`config.mk`:
```
export PLATFORM = sky130hd
export DESIGN_NAME = periodic_task_dispatcher
export DESIGN_NICKNAME = d
export VERILOG_FILES = /design/src/design/pdt_pkg.sv /design/src/design/periodic_task_dispatcher.sv
export SDC_FILE = /design/constraint.sdc
export NUM_CORES = 1
export LEC_CHECK = 0
export BUFFER_PORTS_ARGS = -buffer_cell sky130_fd_sc_hd__buf_2
export CAP_MARGIN = 20
export CORE_UTILIZATION = 40
export DETAILED_ROUTE_END_ITERATION = 10
export SLEW_MARGIN = 10
export SYNTH_ARGS = -nofsm -noshare
export SYNTH_HDL_FRONTEND = slang
export SYNTH_SLANG_ARGS = --single-unit
```
`constraint.sdc`:
```
create_clock -name aclk -period 10.9 [get_ports aclk]
set_input_delay 2.18 -clock aclk [delete_from_list [all_inputs] [get_ports aclk]]
set_output_delay 2.18 -clock aclk [all_outputs]
set_load 0.01 [all_outputs]
```
`src/design/pdt_pkg.sv`:
```
`default_nettype none
package pdt_pkg;

    localparam int MAX_TASKS = 8;
    localparam int TICK_BITS = 32;
    localparam int IDX_W     = $clog2(MAX_TASKS);
    localparam int CNT_W     = $clog2(MAX_TASKS + 1);
    localparam int TAG_W     = 8;
    localparam int OVR_W     = 8;
    localparam int DIV_CNT_W = $clog2(TICK_BITS);

    localparam logic [OVR_W-1:0] OVR_MAX = {OVR_W{1'b1}};

    localparam int S_TDATA_W = 112;
    localparam int M_TDATA_W = 24;

    typedef enum logic [2:0] {
        OP_SCHEDULE = 3'd0,
        OP_COMPLETE = 3'd1,
        OP_SET_EN   = 3'd2,
        OP_LOAD     = 3'd3,
        OP_CLEAR    = 3'd4
    } op_t;

    typedef struct packed {
        logic [TAG_W-1:0]     tag;
        logic [31:0]          period;
        logic [31:0]          deadline;
        logic [TICK_BITS-1:0] ready_time;
    } entry_t;

endpackage
`default_nettype wire

```
`src/design/periodic_task_dispatcher.sv`:
```
// Periodic task dispatcher: a table of eight tasks held in one synchronous
// memory (tag, period, deadline, ready time) plus flip-flop enable bits.
// Input channel s_*: one item per command (schedule pass, completion,
// set enable by tag, load entry, clear overrun count). Output channel m_*:
// exactly one result item per input item, in order.
// Load, clear and unused codes go straight to the result. A completion
// reads the running entry, if any, and a set-enable walk reads each entry
// in use. A schedule pass reads the entries in use in turn and stops at
// the first due, enabled one; for each due entry the realignment remainder
// comes from a restoring divider that yields one bit per cycle (32 steps).
// One item is worked at a time; the next item is taken as soon as the
// sequencer is idle, while the previous result may still sit in the
// output register.
// Reset (aresetn low, synchronous) clears all enable bits, the running
// entry, the overrun counter and task_count; table contents stay undefined
// until loaded. When the receiver stalls, the finished result holds in the
// output register and the sequencer waits before posting the next one.
`default_nettype none
module periodic_task_dispatcher
    import pdt_pkg::*;
(
    input  wire logic                 aclk,
    input  wire logic                 aresetn,
    input  wire logic                 cfg_we,
    input  wire logic [3:0]           cfg_wdata,
    input  wire logic                 s_tvalid,
    output logic                      s_tready,
    // operation[2:0], tick[34:3], task_tag[42:35], set_active[43],
    // update_last_run[44], entry_index[47:45], task_period[79:48],
    // task_deadline[111:80]
    input  wire logic [S_TDATA_W-1:0] s_tdata,
    output logic                      m_tvalid,
    input  wire logic                 m_tready,
    // dispatched[0], dispatch_index[3:1], dispatch_tag[11:4],
    // overrun_seen[12], overrun_count[20:13], zero[23:21]
    output logic [M_TDATA_W-1:0]      m_tdata
);

    typedef enum logic [2:0] {
        ST_IDLE,
        ST_READ,
        ST_EVAL,
        ST_DIV,
        ST_WB,
        ST_DONE
    } state_t;

    state_t state_reg;

    logic [3:0]           task_count_reg;
    logic [2:0]           op_reg;
    logic [TICK_BITS-1:0] tick_reg;
    logic [TAG_W-1:0]     tag_reg;
    logic                 act_reg;
    logic                 restamp_reg;
    logic [CNT_W-1:0]     walk_reg;
    logic [CNT_W-1:0]     n_reg;
    logic [MAX_TASKS-1:0] enable_reg;
    logic [IDX_W-1:0]     running_entry_reg;
    logic                 running_valid_reg;
    logic [OVR_W-1:0]     overrun_reg;
    logic [TICK_BITS-1:0] div_rem_reg;
    logic [TICK_BITS-1:0] div_dvd_reg;
    logic [DIV_CNT_W-1:0] div_cnt_reg;

    logic                 disp_reg;
    logic [IDX_W-1:0]     disp_idx_reg;
    logic [TAG_W-1:0]     disp_tag_reg;
    logic                 seen_reg;
    logic                 m_tvalid_reg;

    entry_t               mem [MAX_TASKS];
    entry_t               rd_data;
    logic [IDX_W-1:0]     rd_addr;
    logic                 wr_en;
    logic [IDX_W-1:0]     wr_addr;
    entry_t               wr_data;

    // input field views
    logic [2:0]           in_op;
    logic [TICK_BITS-1:0] in_tick;
    logic [TAG_W-1:0]     in_tag;
    logic                 in_act;
    logic                 in_restamp;
    logic [IDX_W-1:0]     in_idx;
    logic [31:0]          in_period;
    logic [31:0]          in_deadline;

    assign in_op       = s_tdata[2:0];
    assign in_tick     = s_tdata[34:3];
    assign in_tag      = s_tdata[42:35];
    assign in_act      = s_tdata[43];
    assign in_restamp  = s_tdata[44];
    assign in_idx      = s_tdata[47:45];
    assign in_period   = s_tdata[79:48];
    assign in_deadline = s_tdata[111:80];

    logic                 accept;
    logic [IDX_W-1:0]     walk_idx;
    logic [CNT_W-1:0]     walk_inc;
    logic [TICK_BITS-1:0] elapsed;
    logic [TICK_BITS-1:0] period_eff;
    logic [TICK_BITS:0]   div_trial;
    logic [TICK_BITS-1:0] div_step;
    logic                 out_free;

    assign accept   = s_tvalid && s_tready;
    assign s_tready = (state_reg == ST_IDLE);
    assign walk_idx = walk_reg[IDX_W-1:0];
    assign walk_inc = walk_reg + CNT_W'(1);
    assign out_free = !m_tvalid_reg || m_tready;

    assign rd_addr    = (op_reg == OP_COMPLETE) ? running_entry_reg : walk_idx;
    assign elapsed    = tick_reg - rd_data.ready_time;
    assign period_eff = (rd_data.period == 32'd0) ? TICK_BITS'(1) : rd_data.period;
    assign div_trial  = {div_rem_reg, div_dvd_reg[TICK_BITS-1]};
    assign div_step   = (div_trial >= {1'b0, period_eff})
                      ? TICK_BITS'(div_trial - {1'b0, period_eff})
                      : div_trial[TICK_BITS-1:0];

    // memory write port
    always_comb begin
        wr_en   = 1'b0;
        wr_addr = walk_idx;
        wr_data = rd_data;
        if (accept && in_op == OP_LOAD) begin
            wr_en   = 1'b1;
            wr_addr = in_idx;
            wr_data.tag        = in_tag;
            wr_data.period     = in_period;
            wr_data.deadline   = in_deadline;
            wr_data.ready_time = in_tick;
        end else if (state_reg == ST_EVAL && op_reg == OP_SET_EN
                     && rd_data.tag == tag_reg && restamp_reg) begin
            wr_en              = 1'b1;
            wr_data.ready_time = tick_reg;
        end else if (state_reg == ST_WB) begin
            wr_en              = 1'b1;
            wr_data.ready_time = tick_reg - div_rem_reg;
        end
    end

    always_ff @(posedge aclk) begin
        if (wr_en) begin
            mem[wr_addr] <= wr_data;
        end
        rd_data <= mem[rd_addr];
    end

    always_ff @(posedge aclk) begin
        if (!aresetn) begin
            state_reg         <= ST_IDLE;
            task_count_reg    <= '0;
            enable_reg        <= '0;
            running_entry_reg <= '0;
            running_valid_reg <= 1'b0;
            overrun_reg       <= '0;
            m_tvalid_reg      <= 1'b0;
        end else begin
            if (cfg_we) begin
                task_count_reg <= cfg_wdata;
            end
            // post a finished result, or drop the one just taken
            if (state_reg == ST_DONE && out_free) begin
                m_tvalid_reg <= 1'b1;
            end else if (m_tready) begin
                m_tvalid_reg <= 1'b0;
            end
            unique case (state_reg)
                ST_IDLE: begin
                    if (accept) begin
                        op_reg       <= in_op;
                        tick_reg     <= in_tick;
                        tag_reg      <= in_tag;
                        act_reg      <= in_act;
                        restamp_reg  <= in_restamp;
                        walk_reg     <= '0;
                        n_reg        <= (task_count_reg > 4'(MAX_TASKS))
                                      ? CNT_W'(MAX_TASKS) : CNT_W'(task_count_reg);
                        disp_reg     <= 1'b0;
                        disp_idx_reg <= '0;
                        disp_tag_reg <= '0;
                        seen_reg     <= 1'b0;
                        unique case (in_op)
                            OP_SCHEDULE, OP_SET_EN: begin
                                state_reg <= (task_count_reg != 4'd0) ? ST_READ : ST_DONE;
                            end
                            OP_COMPLETE: begin
                                running_valid_reg <= 1'b0;
                                state_reg         <= running_valid_reg ? ST_READ : ST_DONE;
                            end
                            OP_LOAD: begin
                                enable_reg[in_idx] <= in_act;
                                state_reg          <= ST_DONE;
                            end
                            OP_CLEAR: begin
                                overrun_reg <= '0;
                                state_reg   <= ST_DONE;
                            end
                            default: begin
                                state_reg <= ST_DONE;
                            end
                        endcase
                    end
                end
                ST_READ: begin
                    state_reg <= ST_EVAL;
                end
                ST_EVAL: begin
                    unique case (op_reg)
                        OP_SCHEDULE: begin
                            if (elapsed >= period_eff) begin
                                div_rem_reg <= '0;
                                div_dvd_reg <= elapsed;
                                div_cnt_reg <= '0;
                                state_reg   <= ST_DIV;
                            end else begin
                                walk_reg  <= walk_inc;
                                state_reg <= (walk_inc == n_reg) ? ST_DONE : ST_READ;
                            end
                        end
                        OP_COMPLETE: begin
                            if (elapsed > rd_data.deadline) begin
                                seen_reg <= 1'b1;
                                if (overrun_reg != OVR_MAX) begin
                                    overrun_reg <= overrun_reg + OVR_W'(1);
                                end
                            end
                            state_reg <= ST_DONE;
                        end
                        default: begin
                            if (rd_data.tag == tag_reg) begin
                                enable_reg[walk_idx] <= act_reg;
                            end
                            walk_reg  <= walk_inc;
                            state_reg <= (walk_inc == n_reg) ? ST_DONE : ST_READ;
                        end
                    endcase
                end
                ST_DIV: begin
                    // one remainder bit per cycle
                    div_rem_reg <= div_step;
                    div_dvd_reg <= {div_dvd_reg[TICK_BITS-2:0], 1'b0};
                    div_cnt_reg <= div_cnt_reg + DIV_CNT_W'(1);
                    if (div_cnt_reg == DIV_CNT_W'(TICK_BITS - 1)) begin
                        state_reg <= ST_WB;
                    end
                end
                ST_WB: begin
                    if (enable_reg[walk_idx]) begin
                        disp_reg          <= 1'b1;
                        disp_idx_reg      <= walk_idx;
                        disp_tag_reg      <= rd_data.tag;
                        running_entry_reg <= walk_idx;
                        running_valid_reg <= 1'b1;
                        state_reg         <= ST_DONE;
                    end else begin
                        walk_reg  <= walk_inc;
                        state_reg <= (walk_inc == n_reg) ? ST_DONE : ST_READ;
                    end
                end
                ST_DONE: begin
                    // hold until the output register is free
                    if (out_free) begin
                        state_reg <= ST_IDLE;
                    end
                end
                default: begin
                    state_reg <= ST_IDLE;
                end
            endcase
        end
    end

    logic                 m_disp_reg;
    logic [IDX_W-1:0]     m_idx_reg;
    logic [TAG_W-1:0]     m_tag_reg;
    logic                 m_seen_reg;
    logic [OVR_W-1:0]     m_cnt_reg;

    always_ff @(posedge aclk) begin
        if (state_reg == ST_DONE && out_free) begin
            m_disp_reg <= disp_reg;
            m_idx_reg  <= disp_idx_reg;
            m_tag_reg  <= disp_tag_reg;
            m_seen_reg <= seen_reg;
            m_cnt_reg  <= overrun_reg;
        end
    end

    assign m_tvalid = m_tvalid_reg;
    assign m_tdata  = {3'b000, m_cnt_reg, m_seen_reg, m_tag_reg, m_idx_reg, m_disp_reg};

endmodule
`default_nettype wire
```
* Word-level counts from Yosys, hierarchy flattened
Memories as Yosys holds them, arrays and structs flattened. A register that Yosys moved wholly into a read port is not among the register bits. Cells that the tools add are included.
Cells by class: order comparisons 8, reductions and logical operators 32, mux-type cells 74, eq/ne operators 32, add/subtract/negate cells 6
Operator list (number):
- 32-bit 2-to-1 mux | 9
- 32-bit case mux with 2 select lines | 2
- 32-bit subtractor | 3
- 8-bit 2-to-1 mux | 11
- 72-bit 2-to-1 mux | 1
- 8-bit case mux with 2 select lines | 3
- 3-bit 2-to-1 mux | 12
- 33-bit by 32-bit greater-or-equal comparator with 1-bit output | 1
- 32-bit greater-or-equal comparator | 1
- 32-bit greater-than comparator | 1
- 32-bit logical NOT | 1
- 2-bit by 1-bit != test with 1-bit output, second input constant | 10
- 3-bit case mux with 2 select lines | 3
- 3-bit case mux with 6 select lines | 1
- 8-bit bitwise mux | 2
- 1-bit 2-to-1 mux | 16
- 3-bit by 2-bit equality test with 1-bit output, second input constant | 5
- 4-bit 2-to-1 mux | 3
- 2-bit != test, second input constant | 6
- 4-bit case mux with 3 select lines | 1
- 4-bit AND reduction | 3
- 6-bit AND reduction | 2
- 5-bit 2-to-1 mux | 2
- 5-bit case mux with 2 select lines | 1
- 28 further kinds | 52
Word-level totals: bits in writable memories 832, input bits 121, flip-flop bits (word level) 184, output and inout port bits 26, word-level logic and storage cells 179, memories kept 1
Memory list:
- mem | depth 8, bits a word 104, read ports 1, clocked after Yosys merged registers in 1, write ports 1, line periodic_task_dispatcher.sv:72 | entry_t mem [MAX_TASKS];

* Logic depth before layout (Yosys ltp)
Gate-level depths: netlist of the first run.
depth in word-level cells 8, depth in mapped cells 23, gate-level depth less buffers 23

* Least setup slack after synthesis of the first run
No wires, ideal clock.
kind input -> register, from input s_tdata[0], to memory mem[7][0] (netlist bit) (enable), data required time 10.332 ns, path slack 2.676 ns, setup time 0.568 ns, buffers on the path 1, stages 5, arrival 7.655 ns, cells stage by stage inv_1 > nor4_1 > buf_2 > a22oi_1 > nor2_1
On the way: cells in the longest elaborated chain, start to end 5, elaborated cells between the ends (all ways) 6, classes of those cells eq/ne: 1; mux: 4; reduce/logical: 1
Ends and longest elaborated chain:
- start: declaration | line periodic_task_dispatcher.sv:31 | input wire logic [S_TDATA_W-1:0] s_tdata,
- 3-bit by 2-bit equality test with 1-bit output (*) | line periodic_task_dispatcher.sv:126 | if (accept && in_op == OP_LOAD) begin
- 1-bit logical AND (*) | line periodic_task_dispatcher.sv:126
- 1-bit 2-to-1 mux | line periodic_task_dispatcher.sv:126
- 1-bit 2-to-1 mux | line periodic_task_dispatcher.sv:144 | if (wr_en) begin
- 1-bit 2-to-1 mux (not written as such) | line periodic_task_dispatcher.sv:145 | mem[wr_addr] <= wr_data;
- end: declaration | line periodic_task_dispatcher.sv:72
Mark *: on every way between the ends. The rest lies on a longest branch, timed or not.

* Final worst setup path of the first run
from register tick_reg[0], to register div_rem_reg[6] (enable)
On the way: cells in the longest elaborated chain, start to end 4
Ends and longest elaborated chain:
- start: declaration | line periodic_task_dispatcher.sv:52 | logic [TICK_BITS-1:0] tick_reg;
- start signal: assignment | line periodic_task_dispatcher.sv:173 | tick_reg <= in_tick;
- 32-bit subtractor | line periodic_task_dispatcher.sv:114 | assign elapsed = tick_reg - rd_data.ready_time;
- 32-bit greater-or-equal comparator | line periodic_task_dispatcher.sv:212 | if (elapsed >= period_eff) begin
- 2-bit by 1-bit != test with 1-bit output (no line)
- 4-bit AND reduction (no line)
- end signal: assignment | line periodic_task_dispatcher.sv:242 | div_rem_reg <= div_step;
- end: declaration | line periodic_task_dispatcher.sv:62 | logic [TICK_BITS-1:0] div_rem_reg;
Every way passes these cells. A chain may end at the register's enable or synchronous reset.

==> results.txt, run 1 <==
----------------------------------------------------
[Logic synthesis]
  Synth top area cells ... sky130_fd_sc_hd__edfxtp_1 (60%), sky130_fd_sc_hd__mux4_2 (9.5%), sky130_fd_sc_hd__dfxtp_1 (5.4%)
  Fraction of post-synthesis cell area in the top cell type by area ... 0.602
  Share of the yosys chip area belonging to registers ... 0.656
  Mean cell area of the mapped netlist ... 15.3 sq um
  Post-synth EDFFs ... 988
  Cell taking the most area after synthesis ... sky130_fd_sc_hd__edfxtp_1
  Count of mapped cells out of synthesis ... 3,221
  Async set-or-reset flop fraction in the synthesized netlist ... 0
  Dominant cell by count in the synthesized netlist ... sky130_fd_sc_hd__edfxtp_1
  Count of warnings emitted by yosys ... 0
  Most frequent cells after synthesis ... sky130_fd_sc_hd__edfxtp_1 (988), sky130_fd_sc_hd__nand2_1 (240), sky130_fd_sc_hd__mux4_2 (208)
  Number of distinct library cells after synthesis ... 93
  Top_reg_cell synth ... sky130_fd_sc_hd__edfxtp_1
  Number of synthesized register bits ... 1,120
  Mapped cell area ... 49,300 sq um

[Final layout]
  Biggest registers after layout ... mem x832, rd_data x104
  Post-Layout Cell Count ... 5,101
  Largest register FFs ... 832
  Synth-to-layout area growth ... 12.8%
  Net count of the finished layout ... 3,661
  Count of antenna diodes in the layout ... 0
  Largest Register ... mem
  Post-Layout Inst Area ... 55,600 sq um
  Post-Route Utilization ... 0.455
  Share of post-route cells with drive strength above 1 ... 0.211

[Timing]
  Slew at the pin closest to its max-slew limit ... 1.15 ns
  Setup-violating endpoint count in the final report ... 0
  Max-slew violation count ... 0
  Min Clock Period, post-route ... 6.03 ns
  Maximum clock rate ... 0.166 GHz
  Final-layout setup total negative slack ... 0 ns
  Share of the cycle needed by the critical path after routing ... 0.554
  Number of failing hold endpoints at the final stage ... 0
  Worst slew margin ... 0.231
  Maximum clock skew at final layout ... 0.0431 ns
  RSZ-0062 raised after global routing ... false

[Power]
  Sw power ... 3.60 mW
  Part of the total power dissipated in sequential elements ... 0.446
  Leakage power figure ... 19.4 nW
  Portion of total power attributed to the clock network ... 0.313
  Combinational group share of total power ... 0.241
  Peak supply drop ... 0.143 mV
  Switching part of the total power ... 0.297
  Cell internal power dissipation ... 8.53 mW
  PwrDens ... 218 nW/um^2

[Worst setup path]
  Critical path peak fanout ... 69
  Worst reg2reg startpoint ... tick_reg[0]
  Setup slack of the most critical reg-to-reg path ... 4.87 ns
  Kind of launch point of the worst setup path ... flip-flop
  Kind of critical path ... flip-flop to flip-flop
  Register-to-Register Path Depth ... 19
  Reg-to-reg endpoint ... div_rem_reg[6]
  Worst setup endpoint ... div_rem_reg[6]
  Worst setup path startpoint ... tick_reg[0]
  CP arrival ... 6.36 ns
  Nature of the critical path endpoint ... flip-flop
  Endpoint required time on the critical path ... 11.22 ns

[Clocking]
  Max clock buf depth ... 3
  Number of levels the H-tree was split into ... 3
  CTS tree ... yes
  Clock Latency Late Sink ... 0.74 ns
  Root Driver ... sky130_fd_sc_hd__clkbuf_16
  Number of clock buffers inserted by TritonCTS ... 111
  CTS-repair resized insts ... 0
  Number of hold buffers added after cts ... 0
  # clock sinks ... 1,120
  Clock slew at the register clock pins of the worst setup and hold paths ... 0.06 ns
  Post-CTS repair timing setup buffer count ... 0

[Drt]
  Post-route DRC violation count ... 0
  Final routed wire length divided by cell count ... 23.9 microns
  Sum of routed wire length over all layers ... 122,000 microns
  Count of antenna-violating nets left after detailed routing ... 0
  Vias per cell ... 5.45
  Total number of vias ... 27.8k
  Starting DRC count in detailed routing ... 2,477
  Pre-antenna DRT Iters ... 5

[Floorplan]
  Count of boundary I/O pins ... 147
  Std cell rows ... 128
  Width of the chip ... 353 microns
  Y dimension of the die ... 353 microns
  Core Area ... 122,000 sq um
  Area of the die ... 125,000 sq um
  Initial standard-cell utilization of the core ... 0.404

[Hold path]
  Class of the worst hold path ... flip-flop to flip-flop

[Placement]
  Cells after DPL ... 4,888
  RD Place Congestion ... 0.891
  Area after DPL ... 51,900 sq um
  Hpwl dp ... 77,600 microns
  Buffers added on ports ... 143

[Outcome]
  Outcome ... completed

[Global routing]
  Largest net degree at the start of global routing ... 171
  Vias in the first global route ... 27.8k
  First-pass GRT wire length ... 182,000 microns
  GRT Util Overall ... 0.195
  GRT overflow ... 0
  Initial antenna violation count ... 3

[Job]
  Number of maximum-capacitance constraint violations ... 0

----------------------------------------------------
[cells in the final DEF, fill, tap and decap left out, types with 9 or more instances in the layout]
master,n
sky130_fd_sc_hd__a211oi_1,25
sky130_fd_sc_hd__a21o_1,43
sky130_fd_sc_hd__a21oi_1,120
sky130_fd_sc_hd__a31oi_1,11
sky130_fd_sc_hd__and3_1,27
sky130_fd_sc_hd__buf_2,144
sky130_fd_sc_hd__buf_4,35
sky130_fd_sc_hd__clkbuf_1,39
sky130_fd_sc_hd__clkbuf_16,111
sky130_fd_sc_hd__clkinv_1,21
sky130_fd_sc_hd__clkinv_2,13
sky130_fd_sc_hd__dfxtp_1,132
sky130_fd_sc_hd__edfxtp_1,988
sky130_fd_sc_hd__ha_1,160
sky130_fd_sc_hd__inv_1,150
sky130_fd_sc_hd__mux2_2,115
sky130_fd_sc_hd__mux2i_1,28
sky130_fd_sc_hd__mux4_2,208
sky130_fd_sc_hd__nand2_1,238
sky130_fd_sc_hd__nand2_2,9
sky130_fd_sc_hd__nand2b_1,14
sky130_fd_sc_hd__nand3_1,42
sky130_fd_sc_hd__nand4_1,24
sky130_fd_sc_hd__nor2_1,162
sky130_fd_sc_hd__nor2_4,10
sky130_fd_sc_hd__nor2b_1,29
sky130_fd_sc_hd__nor3_1,38
sky130_fd_sc_hd__nor4_1,15
sky130_fd_sc_hd__o211ai_1,18
sky130_fd_sc_hd__o21a_1,24
sky130_fd_sc_hd__o21ai_0,163
sky130_fd_sc_hd__or3_1,13
sky130_fd_sc_hd__xnor2_1,62
sky130_fd_sc_hd__xor2_1,29
[critical path: stages, from the launching register on]
cell,delay (ns)
sky130_fd_sc_hd__edfxtp_1,0.38
sky130_fd_sc_hd__inv_1,0.10
sky130_fd_sc_hd__ha_1,0.17
sky130_fd_sc_hd__inv_1,0.06
sky130_fd_sc_hd__fa_1,0.39
sky130_fd_sc_hd__a21oi_1,0.23
sky130_fd_sc_hd__nor2_2,0.08
sky130_fd_sc_hd__o2111ai_2,0.26
sky130_fd_sc_hd__a2111o_1,0.30
sky130_fd_sc_hd__a21oi_1,0.17
sky130_fd_sc_hd__o41ai_1,0.65
sky130_fd_sc_hd__o211ai_1,0.22
sky130_fd_sc_hd__nor2_1,0.15
sky130_fd_sc_hd__xnor2_1,0.16
sky130_fd_sc_hd__ha_1,0.34
sky130_fd_sc_hd__nand4_1,0.09
sky130_fd_sc_hd__nor3_1,0.24
sky130_fd_sc_hd__o41ai_2,0.16
sky130_fd_sc_hd__a2111oi_4,0.52
sky130_fd_sc_hd__o211a_4,0.90
[area by class of cell]
type	instances	area, sq um
Clock buffer	155	2990
Clock inverter	57	639
Timing Repair Buffer	184	1080
Tap cell	1625	2030
Multi-Input combinational cell	1808	15900
Sequential cell	1120	32300
Fill cell	10600	66500
Inverter	152	571
[routing by layer]
metal | share of wire | track usage | vias up | routed length, microns
met2 | 0.49 | 0.328 | 647 | 59800
met5 | 0.00030 | 0 | - | 36
met3 | 0.045 | 0.0253 | 147 | 5430
li1 | - | - | 12800 | -
met4 | 0.021 | 0.0521 | 6 | 2530
met1 | 0.44 | 0.265 | 14200 | 54000
[kinds of logic after synthesis]
logic type / after synthesis / synth area share
AND/OR/NAND/NOR: 662 / 0.0622
adder cells (fa/ha/maj): 163 / 0.0418
XOR/XNOR: 92 / 0.0167
multiplexers: 355 / 0.128
AO/OA/AOI/OAI: 533 / 0.0712
flip-flops: 1120 / 0.656
other: 1 / 0.0000761
buffers and inverters: 295 / 0.0241
[per-stage QoR]
stage	power (mW)	setup slack, ns	hold slack, ns
after floorplan	7.52	2.68	0.400
after global placement	8.40	4.89	0.401
after detailed placement	8.43	4.88	0.411
after CTS	12.2	4.95	0.427
after global routing	12.7	4.43	0.440
final	12.1	4.87	0.424
[power by group through the flow]
stage	combinational, mW	sequential (mW)	clock [mW]
after CTS	2.94	5.42	3.87
after floorplan	2.06	5.47	0
after global placement	2.90	5.50	0
after global routing	3.23	5.44	4.03
final	2.92	5.42	3.80
after detailed placement	2.92	5.51	0
[how the worst min path moves through the flow]
stage	endpoint	from	cells past startpoint
finish	m_tag_reg[7]	disp_tag_reg[7]	0
global route	m_tag_reg[3]	disp_tag_reg[3]	0
CTS	m_tag_reg[2]	disp_tag_reg[2]	0
detailed placement	m_tag_reg[2]	disp_tag_reg[2]	0
global placement	m_tag_reg[5]	disp_tag_reg[5]	0
floorplan	m_disp_reg	disp_reg	0
Note: power is estimated with default switching activity, not from simulation.
==> inputs of run 2 (changes only) <==
- clock period: 10.9 -> 6.1 ns (I/O delays scaled with it)
==> run 2 against run 1 <==
Against the previous run: wire length is 1.8% higher; utilization rose by 0.44 points; via count rose by 1.1%; count of clock-buffer cells in the layout is 3 lower; combinational power is 83% higher; register-to-register slack worse by 4.3 ns; cell count up 0.51%; die area stayed put; critical endpoint is now div_dvd_reg[11]; global-route usage is 0.37 points higher; fmax rose by 8.3%; clock skew shrank 0.011 ns; largest power group unchanged; critical path type unchanged.
==> results.txt, run 2 (same netlist as run 1, synthesis figures left out) <==
----------------------------------------------------
[Drt]
  Vias per cell ... 5.48 (+0.60%)
  Met2 WL post-DR ... 59,000 microns (-1.4%)
  Met3 routed wirelength ... 6470 microns (+19%)
  Starting DRC count in detailed routing ... 2,470 (-0.28%)
  Sum of routed wire length over all layers ... 124,000 microns (+1.8%)
  Pre-antenna DRT Iters ... 7 (+2)
  Total number of vias ... 28.1k (+1.1%)
  Routed length on met1 ... 54,300 microns (+0.52%)
  Post-route DRC violation count ... 0 (unchanged)
  Max layer used ... met5
  Count of antenna-violating nets left after detailed routing ... 0 (unchanged)
  Final routed wire length divided by cell count ... 24.2 microns (+1.3%)

[Power]
  PwrDens ... 391 nW/um^2 (+79%)
  Peak supply drop ... 0.301 mV (+110%)
  Leakage power figure ... 19.7 nW (+1.3%)

[Worst setup path]
  Critical path peak fanout ... 32 (-54%)
  Kind of critical path ... flip-flop to flip-flop
  Endpoint required time on the critical path ... 6.50 ns (-4.72 ns)
  Nature of the critical path endpoint ... flip-flop
  Kind of launch point of the worst setup path ... flip-flop
  CP arrival ... 5.98 ns (-0.38 ns)

[Timing]
  Max-slew violation count ... 0 (unchanged)
  RSZ-0062 raised after global routing ... false
  Worst slew margin ... 0.256 (+0.0251)
  Maximum clock skew at final layout ... 0.0322 ns (-0.0109 ns)
  Worst slack on hold paths ... 0.418 ns (-0.00620 ns)
  Maximum clock rate ... 0.179 GHz (+8.3%)
  Min Clock Period, post-route ... 5.57 ns (-0.460 ns)
  Slew at the pin closest to its max-slew limit ... 1.11 ns (-0.0418 ns)
  Setup-violating endpoint count in the final report ... 0 (unchanged)
  Number of failing hold endpoints at the final stage ... 0 (unchanged)
  Share of the cycle needed by the critical path after routing ... 0.914 (+0.360)

[Floorplan]
  Std cell rows ... 128 (unchanged)
  Initial standard-cell utilization of the core ... 0.404 (unchanged)
  Core Area ... 122,000 sq um (unchanged)
  Width of the chip ... 353 microns (unchanged)
  Y dimension of the die ... 353 microns (unchanged)
  Area of the die ... 125,000 sq um (unchanged)
  Count of boundary I/O pins ... 147 (unchanged)

[Clocking]
  Clock slew at the register clock pins of the worst setup and hold paths ... 0.06 ns (about the same)
  CTS tree ... yes
  Max clock buf depth ... 3 (unchanged)
  # clock sinks ... 1,120 (unchanged)
  Number of levels the H-tree was split into ... 3 (unchanged)
  CTS-repair resized insts ... 0 (unchanged)
  Number of hold buffers added after cts ... 0 (unchanged)
  Clock Latency Late Sink ... 0.73 ns (about the same)
  Number of clock buffers inserted by TritonCTS ... 110 (-0.90%)
  Root Driver ... sky130_fd_sc_hd__clkbuf_16
  Post-CTS repair timing setup buffer count ... 0 (unchanged)

[Final layout]
  Post-Layout Cell Count ... 5,127 (+0.51%)
  Number of fill cells in the layout ... 10.6k (-0.67%)
  Most common library cell in the layout ignoring fill and taps ... sky130_fd_sc_hd__edfxtp_1
  Net count of the finished layout ... 3,688 (+0.74%)
  Largest Register ... mem
  Most frequent cells in the layout ... sky130_fd_sc_hd__edfxtp_1 (988), sky130_fd_sc_hd__nand2_1 (238), sky130_fd_sc_hd__mux4_2 (208)
  Biggest registers after layout ... mem x832, rd_data x104
  Synth-to-layout area growth ... 13.8%
  Largest register FFs ... 832 (unchanged)
  Share of post-route cells with drive strength above 1 ... 0.220 (+0.00861)

[Outcome]
  Outcome ... completed

[Placement]
  Hpwl dp ... 80,800 microns (+4.2%)
  RD Place Congestion ... 0.894 (+0.43%)
  Buffers added on ports ... 143 (unchanged)
  Cells after DPL ... 4,917 (+0.59%)

[Global routing]
  GRT Util Overall ... 0.198 (+0.00372)
  Largest net degree at the start of global routing ... 90 (-47%)
  First-pass GRT wire length ... 184,000 microns (+0.88%)
  Initial antenna violation count ... 5 (+2)
  GRT overflow ... 0 (unchanged)
  Vias in the first global route ... 27.9k (+0.54%)

[Hold path]
  Class of the worst hold path ... flip-flop to flip-flop

[Job]
  Number of maximum-capacitance constraint violations ... 0 (unchanged)

----------------------------------------------------
==> run 2: area by class of cell <==
cell class,instances,area (sq um),share of cell area
timing repair buffer,212,1560,0.0278
antenna,3,7.51,0.000134
tap,1625,2030,0.0362
clock buffer,152,3000,0.0535
sequential,1120,32300,0.576
multi-input combinational,1808,15900,0.284
inverter,152,571,0.0102
clock inverter,55,676,0.0120
==> run 2: stage by stage <==
step | cell area (sq um) | total power, mW | setup TNS [ns] | util | setup WS (ns)
floorplan | 49300 | 13.4 | -842.44 | - | -1.16
global placement | 52400 | 15.1 | 0 | 0.429 | 0.515
detailed placement | 52400 | 15.2 | 0 | 0.429 | 0.437
CTS | 56100 | 22.1 | 0 | 0.459 | 0.379
global route | 56100 | 22.9 | 0 | 0.460 | 0.0469
finish | 56100 | 21.9 | 0 | 0.460 | 0.527
==> run 2: critical path, stage by stage (launching register included) <==
cell and delay (ns):
sky130_fd_sc_hd__edfxtp_1 0.33, sky130_fd_sc_hd__inv_1 0.06, sky130_fd_sc_hd__ha_1 0.20, sky130_fd_sc_hd__inv_1 0.07, sky130_fd_sc_hd__fa_1 0.20, sky130_fd_sc_hd__a21oi_1 0.10, sky130_fd_sc_hd__nor2_2 0.15, sky130_fd_sc_hd__o2111ai_2 0.18
sky130_fd_sc_hd__a2111o_1 0.54, sky130_fd_sc_hd__a21boi_0 0.19, sky130_fd_sc_hd__o21ai_0 0.12, sky130_fd_sc_hd__a21oi_1 0.16, sky130_fd_sc_hd__a21oi_1 0.10, sky130_fd_sc_hd__xnor2_1 0.57, sky130_fd_sc_hd__ha_1 0.26, sky130_fd_sc_hd__nor2b_1 0.14
sky130_fd_sc_hd__o21ai_0 0.08, sky130_fd_sc_hd__nand2b_1 0.12, sky130_fd_sc_hd__nor2_1 0.06, sky130_fd_sc_hd__nor3_1 0.20, sky130_fd_sc_hd__o41ai_2 0.17, sky130_fd_sc_hd__a2111oi_4 0.52, sky130_fd_sc_hd__o211a_4 0.43, sky130_fd_sc_hd__buf_12 0.26
==> run 2: worst paths after layout <==
check | from | end | slack, ns | cells after the start
worst min register to register | disp_tag_reg[5] | m_tag_reg[5] | 0.42 | 0
worst min-delay path | disp_tag_reg[5] | m_tag_reg[5] | 0.42 | 0
worst max register to register | tick_reg[0] | div_dvd_reg[11] | 0.53 | 23
worst max-delay path | tick_reg[0] | div_dvd_reg[11] | 0.53 | 23
==> run 2: power breakdown <==
group / switching [mW] / internal (mW) / total, mW
clock network: 2.96 / 3.93 / 6.89
logic: 3.31 / 2.04 / 5.35
registers: 0.216 / 9.46 / 9.67
total: 6.49 / 15.4 / 21.9
==> run 2: metal layers <==
layer,global-route usage,vias up
li1,-,12800
met1,0.272,14400
met2,0.321,713
met3,0.0293,181
met4,0.0734,2
met5,0,-
==> inputs of run 3 (changes only) <==
- CORE_UTILIZATION: 40 -> 45
==> run 3 against run 2 <==
Against the previous run: critical path depth decreased by 5; flip-flop and latch count did not move; sequential share of layout area increased by 0.44 points; final area is 0.75% lower; via count about the same; clock skew increased by 0.0010 ns; largest cell class unchanged.
==> results.txt, run 3 (same netlist as run 1, synthesis figures left out) <==
----------------------------------------------------
[Outcome]
  Outcome ... completed

[Power]
  PwrDens ... 394 nW/um^2 (+0.81%)
  Leakage power figure ... 19.6 nW (-0.38%)
  Power consumption ... 21.9 mW (about the same)
  Peak supply drop ... 0.248 mV (-18%)

[Global routing]
  First-pass GRT wire length ... 186,000 microns (+1.1%)
  Largest net degree at the start of global routing ... 107 (+19%)
  Initial antenna violation count ... 3 (-2)
  Vias in the first global route ... 29.0k (+3.8%)
  GRT Util Overall ... 0.224 (+0.0254)
  GRT overflow ... 0 (unchanged)

[Timing]
  Final-layout setup total negative slack ... 0 ns (unchanged)
  Number of failing hold endpoints at the final stage ... 0 (unchanged)
  Min Clock Period, post-route ... 5.69 ns (+0.112 ns)
  Maximum clock rate ... 0.176 GHz (-2.0%)
  Share of the cycle needed by the critical path after routing ... 0.932 (+0.0184)
  Max-slew violation count ... 0 (unchanged)
  Worst slew margin ... 0.166 (-0.0909)
  Worst slack on hold paths ... 0.420 ns (+0.00179 ns)
  Setup-violating endpoint count in the final report ... 0 (unchanged)
  RSZ-0062 raised after global routing ... false
  Maximum clock skew at final layout ... 0.0332 ns (+0.00102 ns)
  Slew at the pin closest to its max-slew limit ... 1.25 ns (+0.140 ns)

[Floorplan]
  Std cell rows ... 121 (-5.5%)
  Core Area ... 109,000 sq um (-11%)
  Initial standard-cell utilization of the core ... 0.453 (+0.0495)
  Area of the die ... 111,000 sq um (-11%)
  Count of boundary I/O pins ... 147 (unchanged)
  Width of the chip ... 333 microns (-5.7%)
  Y dimension of the die ... 333 microns (-5.7%)

[Worst setup path]
  Nature of the critical path endpoint ... flip-flop
  CP arrival ... 6.11 ns (+0.13 ns)
  Stage delay of the slowest cell on the critical path ... 0.55 ns (-0.02 ns)
  Kind of launch point of the worst setup path ... flip-flop
  Worst path buffer plus inverter count ... 1 (-2)
  Largest delay share family, worst path ... compound AO/OA/AOI/OAI gates
  Critical path peak fanout ... 36 (+13%)
  Critical-path cell list ... ha_1 -> nor2b_1 -> o31a_1 -> nor2_1 -> o21ai_1 -> a21boi_0 -> o21ai_1 -> xor2_1 -> ha_1 -> a21o_1 -> a211oi_1 -> o2111ai_1 -> o31ai_1 -> a22oi_2 -> o41ai_2 -> a2111oi_4 -> o211a_4 -> buf_12
  Slowest cell on the critical path ... sky130_fd_sc_hd__o41ai_2
  Kind of critical path ... flip-flop to flip-flop
  Endpoint required time on the critical path ... 6.53 ns (+0.03 ns)

[Placement]
  RD Place Congestion ... 0.914 (+2.2%)
  Buffers added on ports ... 143 (unchanged)
  Hpwl dp ... 80,400 microns (-0.57%)

[Final layout]
  Largest register FFs ... 832 (unchanged)
  Most common library cell in the layout ignoring fill and taps ... sky130_fd_sc_hd__edfxtp_1
  Post-Route Utilization ... 0.512 (+0.0525)
  Largest Register ... mem
  Synth-to-layout area growth ... 13.0%
  Net count of the finished layout ... 3,672 (-0.43%)
  Biggest registers after layout ... mem x832, rd_data x104
  Most frequent cells in the layout ... sky130_fd_sc_hd__edfxtp_1 (988), sky130_fd_sc_hd__nand2_1 (239), sky130_fd_sc_hd__mux4_2 (208)
  Share of post-route cells with drive strength above 1 ... 0.220 (+0.000630)

[Job]
  Number of maximum-capacitance constraint violations ... 0 (unchanged)

[Drt]
  Post-route DRC violation count ... 0 (unchanged)
  Sum of routed wire length over all layers ... 124,000 microns (-0.16%)
  Final routed wire length divided by cell count ... 25.3 microns (+4.4%)
  Count of antenna-violating nets left after detailed routing ... 0 (unchanged)
  Starting DRC count in detailed routing ... 2,278 (-7.8%)
  Vias per cell ... 5.73 (+4.6%)
  Total number of vias ... 28.1k (+0.078%)
  Pre-antenna DRT Iters ... 5 (-2)

[Clocking]
  Number of levels the H-tree was split into ... 3 (unchanged)
  Number of hold buffers added after cts ... 0 (unchanged)
  # clock sinks ... 1,120 (unchanged)
  CTS tree ... yes
  Clock slew at the register clock pins of the worst setup and hold paths ... 0.06 ns (about the same)
  Number of clock buffers inserted by TritonCTS ... 114 (+3.6%)
  Clock Latency Late Sink ... 0.71 ns (-0.02 ns)
  Max clock buf depth ... 3 (unchanged)
  Root Driver ... sky130_fd_sc_hd__clkbuf_16

[Hold path]
  Class of the worst hold path ... flip-flop to flip-flop

----------------------------------------------------
run 3: layout make-up:
cell class | count | area [sq um]
diodes | 2 | 5.00
clock buffers | 151 | 3120
clock inverters | 66 | 606
fillers | 8925 | 53000
inverters | 152 | 571
multi-input cells | 1808 | 15900
flip-flops and latches | 1120 | 32300
well taps | 1414 | 1770
repair buffers | 192 | 1370
run 3: path summary, 6_finish.rpt:
check | start | endpoint | slack, ns | cells past startpoint
worst max register to register | tick_reg[1] | div_rem_reg[1] | 0.41 | 18
worst min-delay path | disp_tag_reg[2] | m_tag_reg[2] | 0.42 | 0
worst min register to register | disp_tag_reg[2] | m_tag_reg[2] | 0.42 | 0
worst max-delay path | tick_reg[1] | div_rem_reg[1] | 0.41 | 18
run 3: repair_timing:
action | 4_1_cts | 5_1_grt
setup endpoints to repair | 0 | 36
gates resized for setup | 0 | 1
setup buffers | 0 | 0
run 3: where the power goes:
part | internal, mW | leakage (nW) | total [mW] | switching [mW]
sequential | 9.46 | 10.1 | 9.69 | 0.232
combinational | 2.03 | 7.72 | 5.33 | 3.30
clock | 3.95 | 1.83 | 6.91 | 2.95
total | 15.4 | 19.6 | 21.9 | 6.48
run 3: through the flow:
step / instances / area [sq um] / setup WS (ns)
finish: 4905 / 55700 / 0.414
global route: 4904 / 55700 / 0.0797
CTS: 4903 / 55700 / 0.261
detailed placement: 4686 / 51900 / 0.285
global placement: 4686 / 51900 / 0.434
floorplan: 3223 / 49300 / -1.16
run 3: metal layers:
metal  GRT usage  share of wire  vias up
li1            -              -    12800
met1       0.310           0.45    14500
met2       0.367           0.48      644
met3      0.0326          0.043      145
met4      0.0659          0.026        2
met5           0        0.00010        -
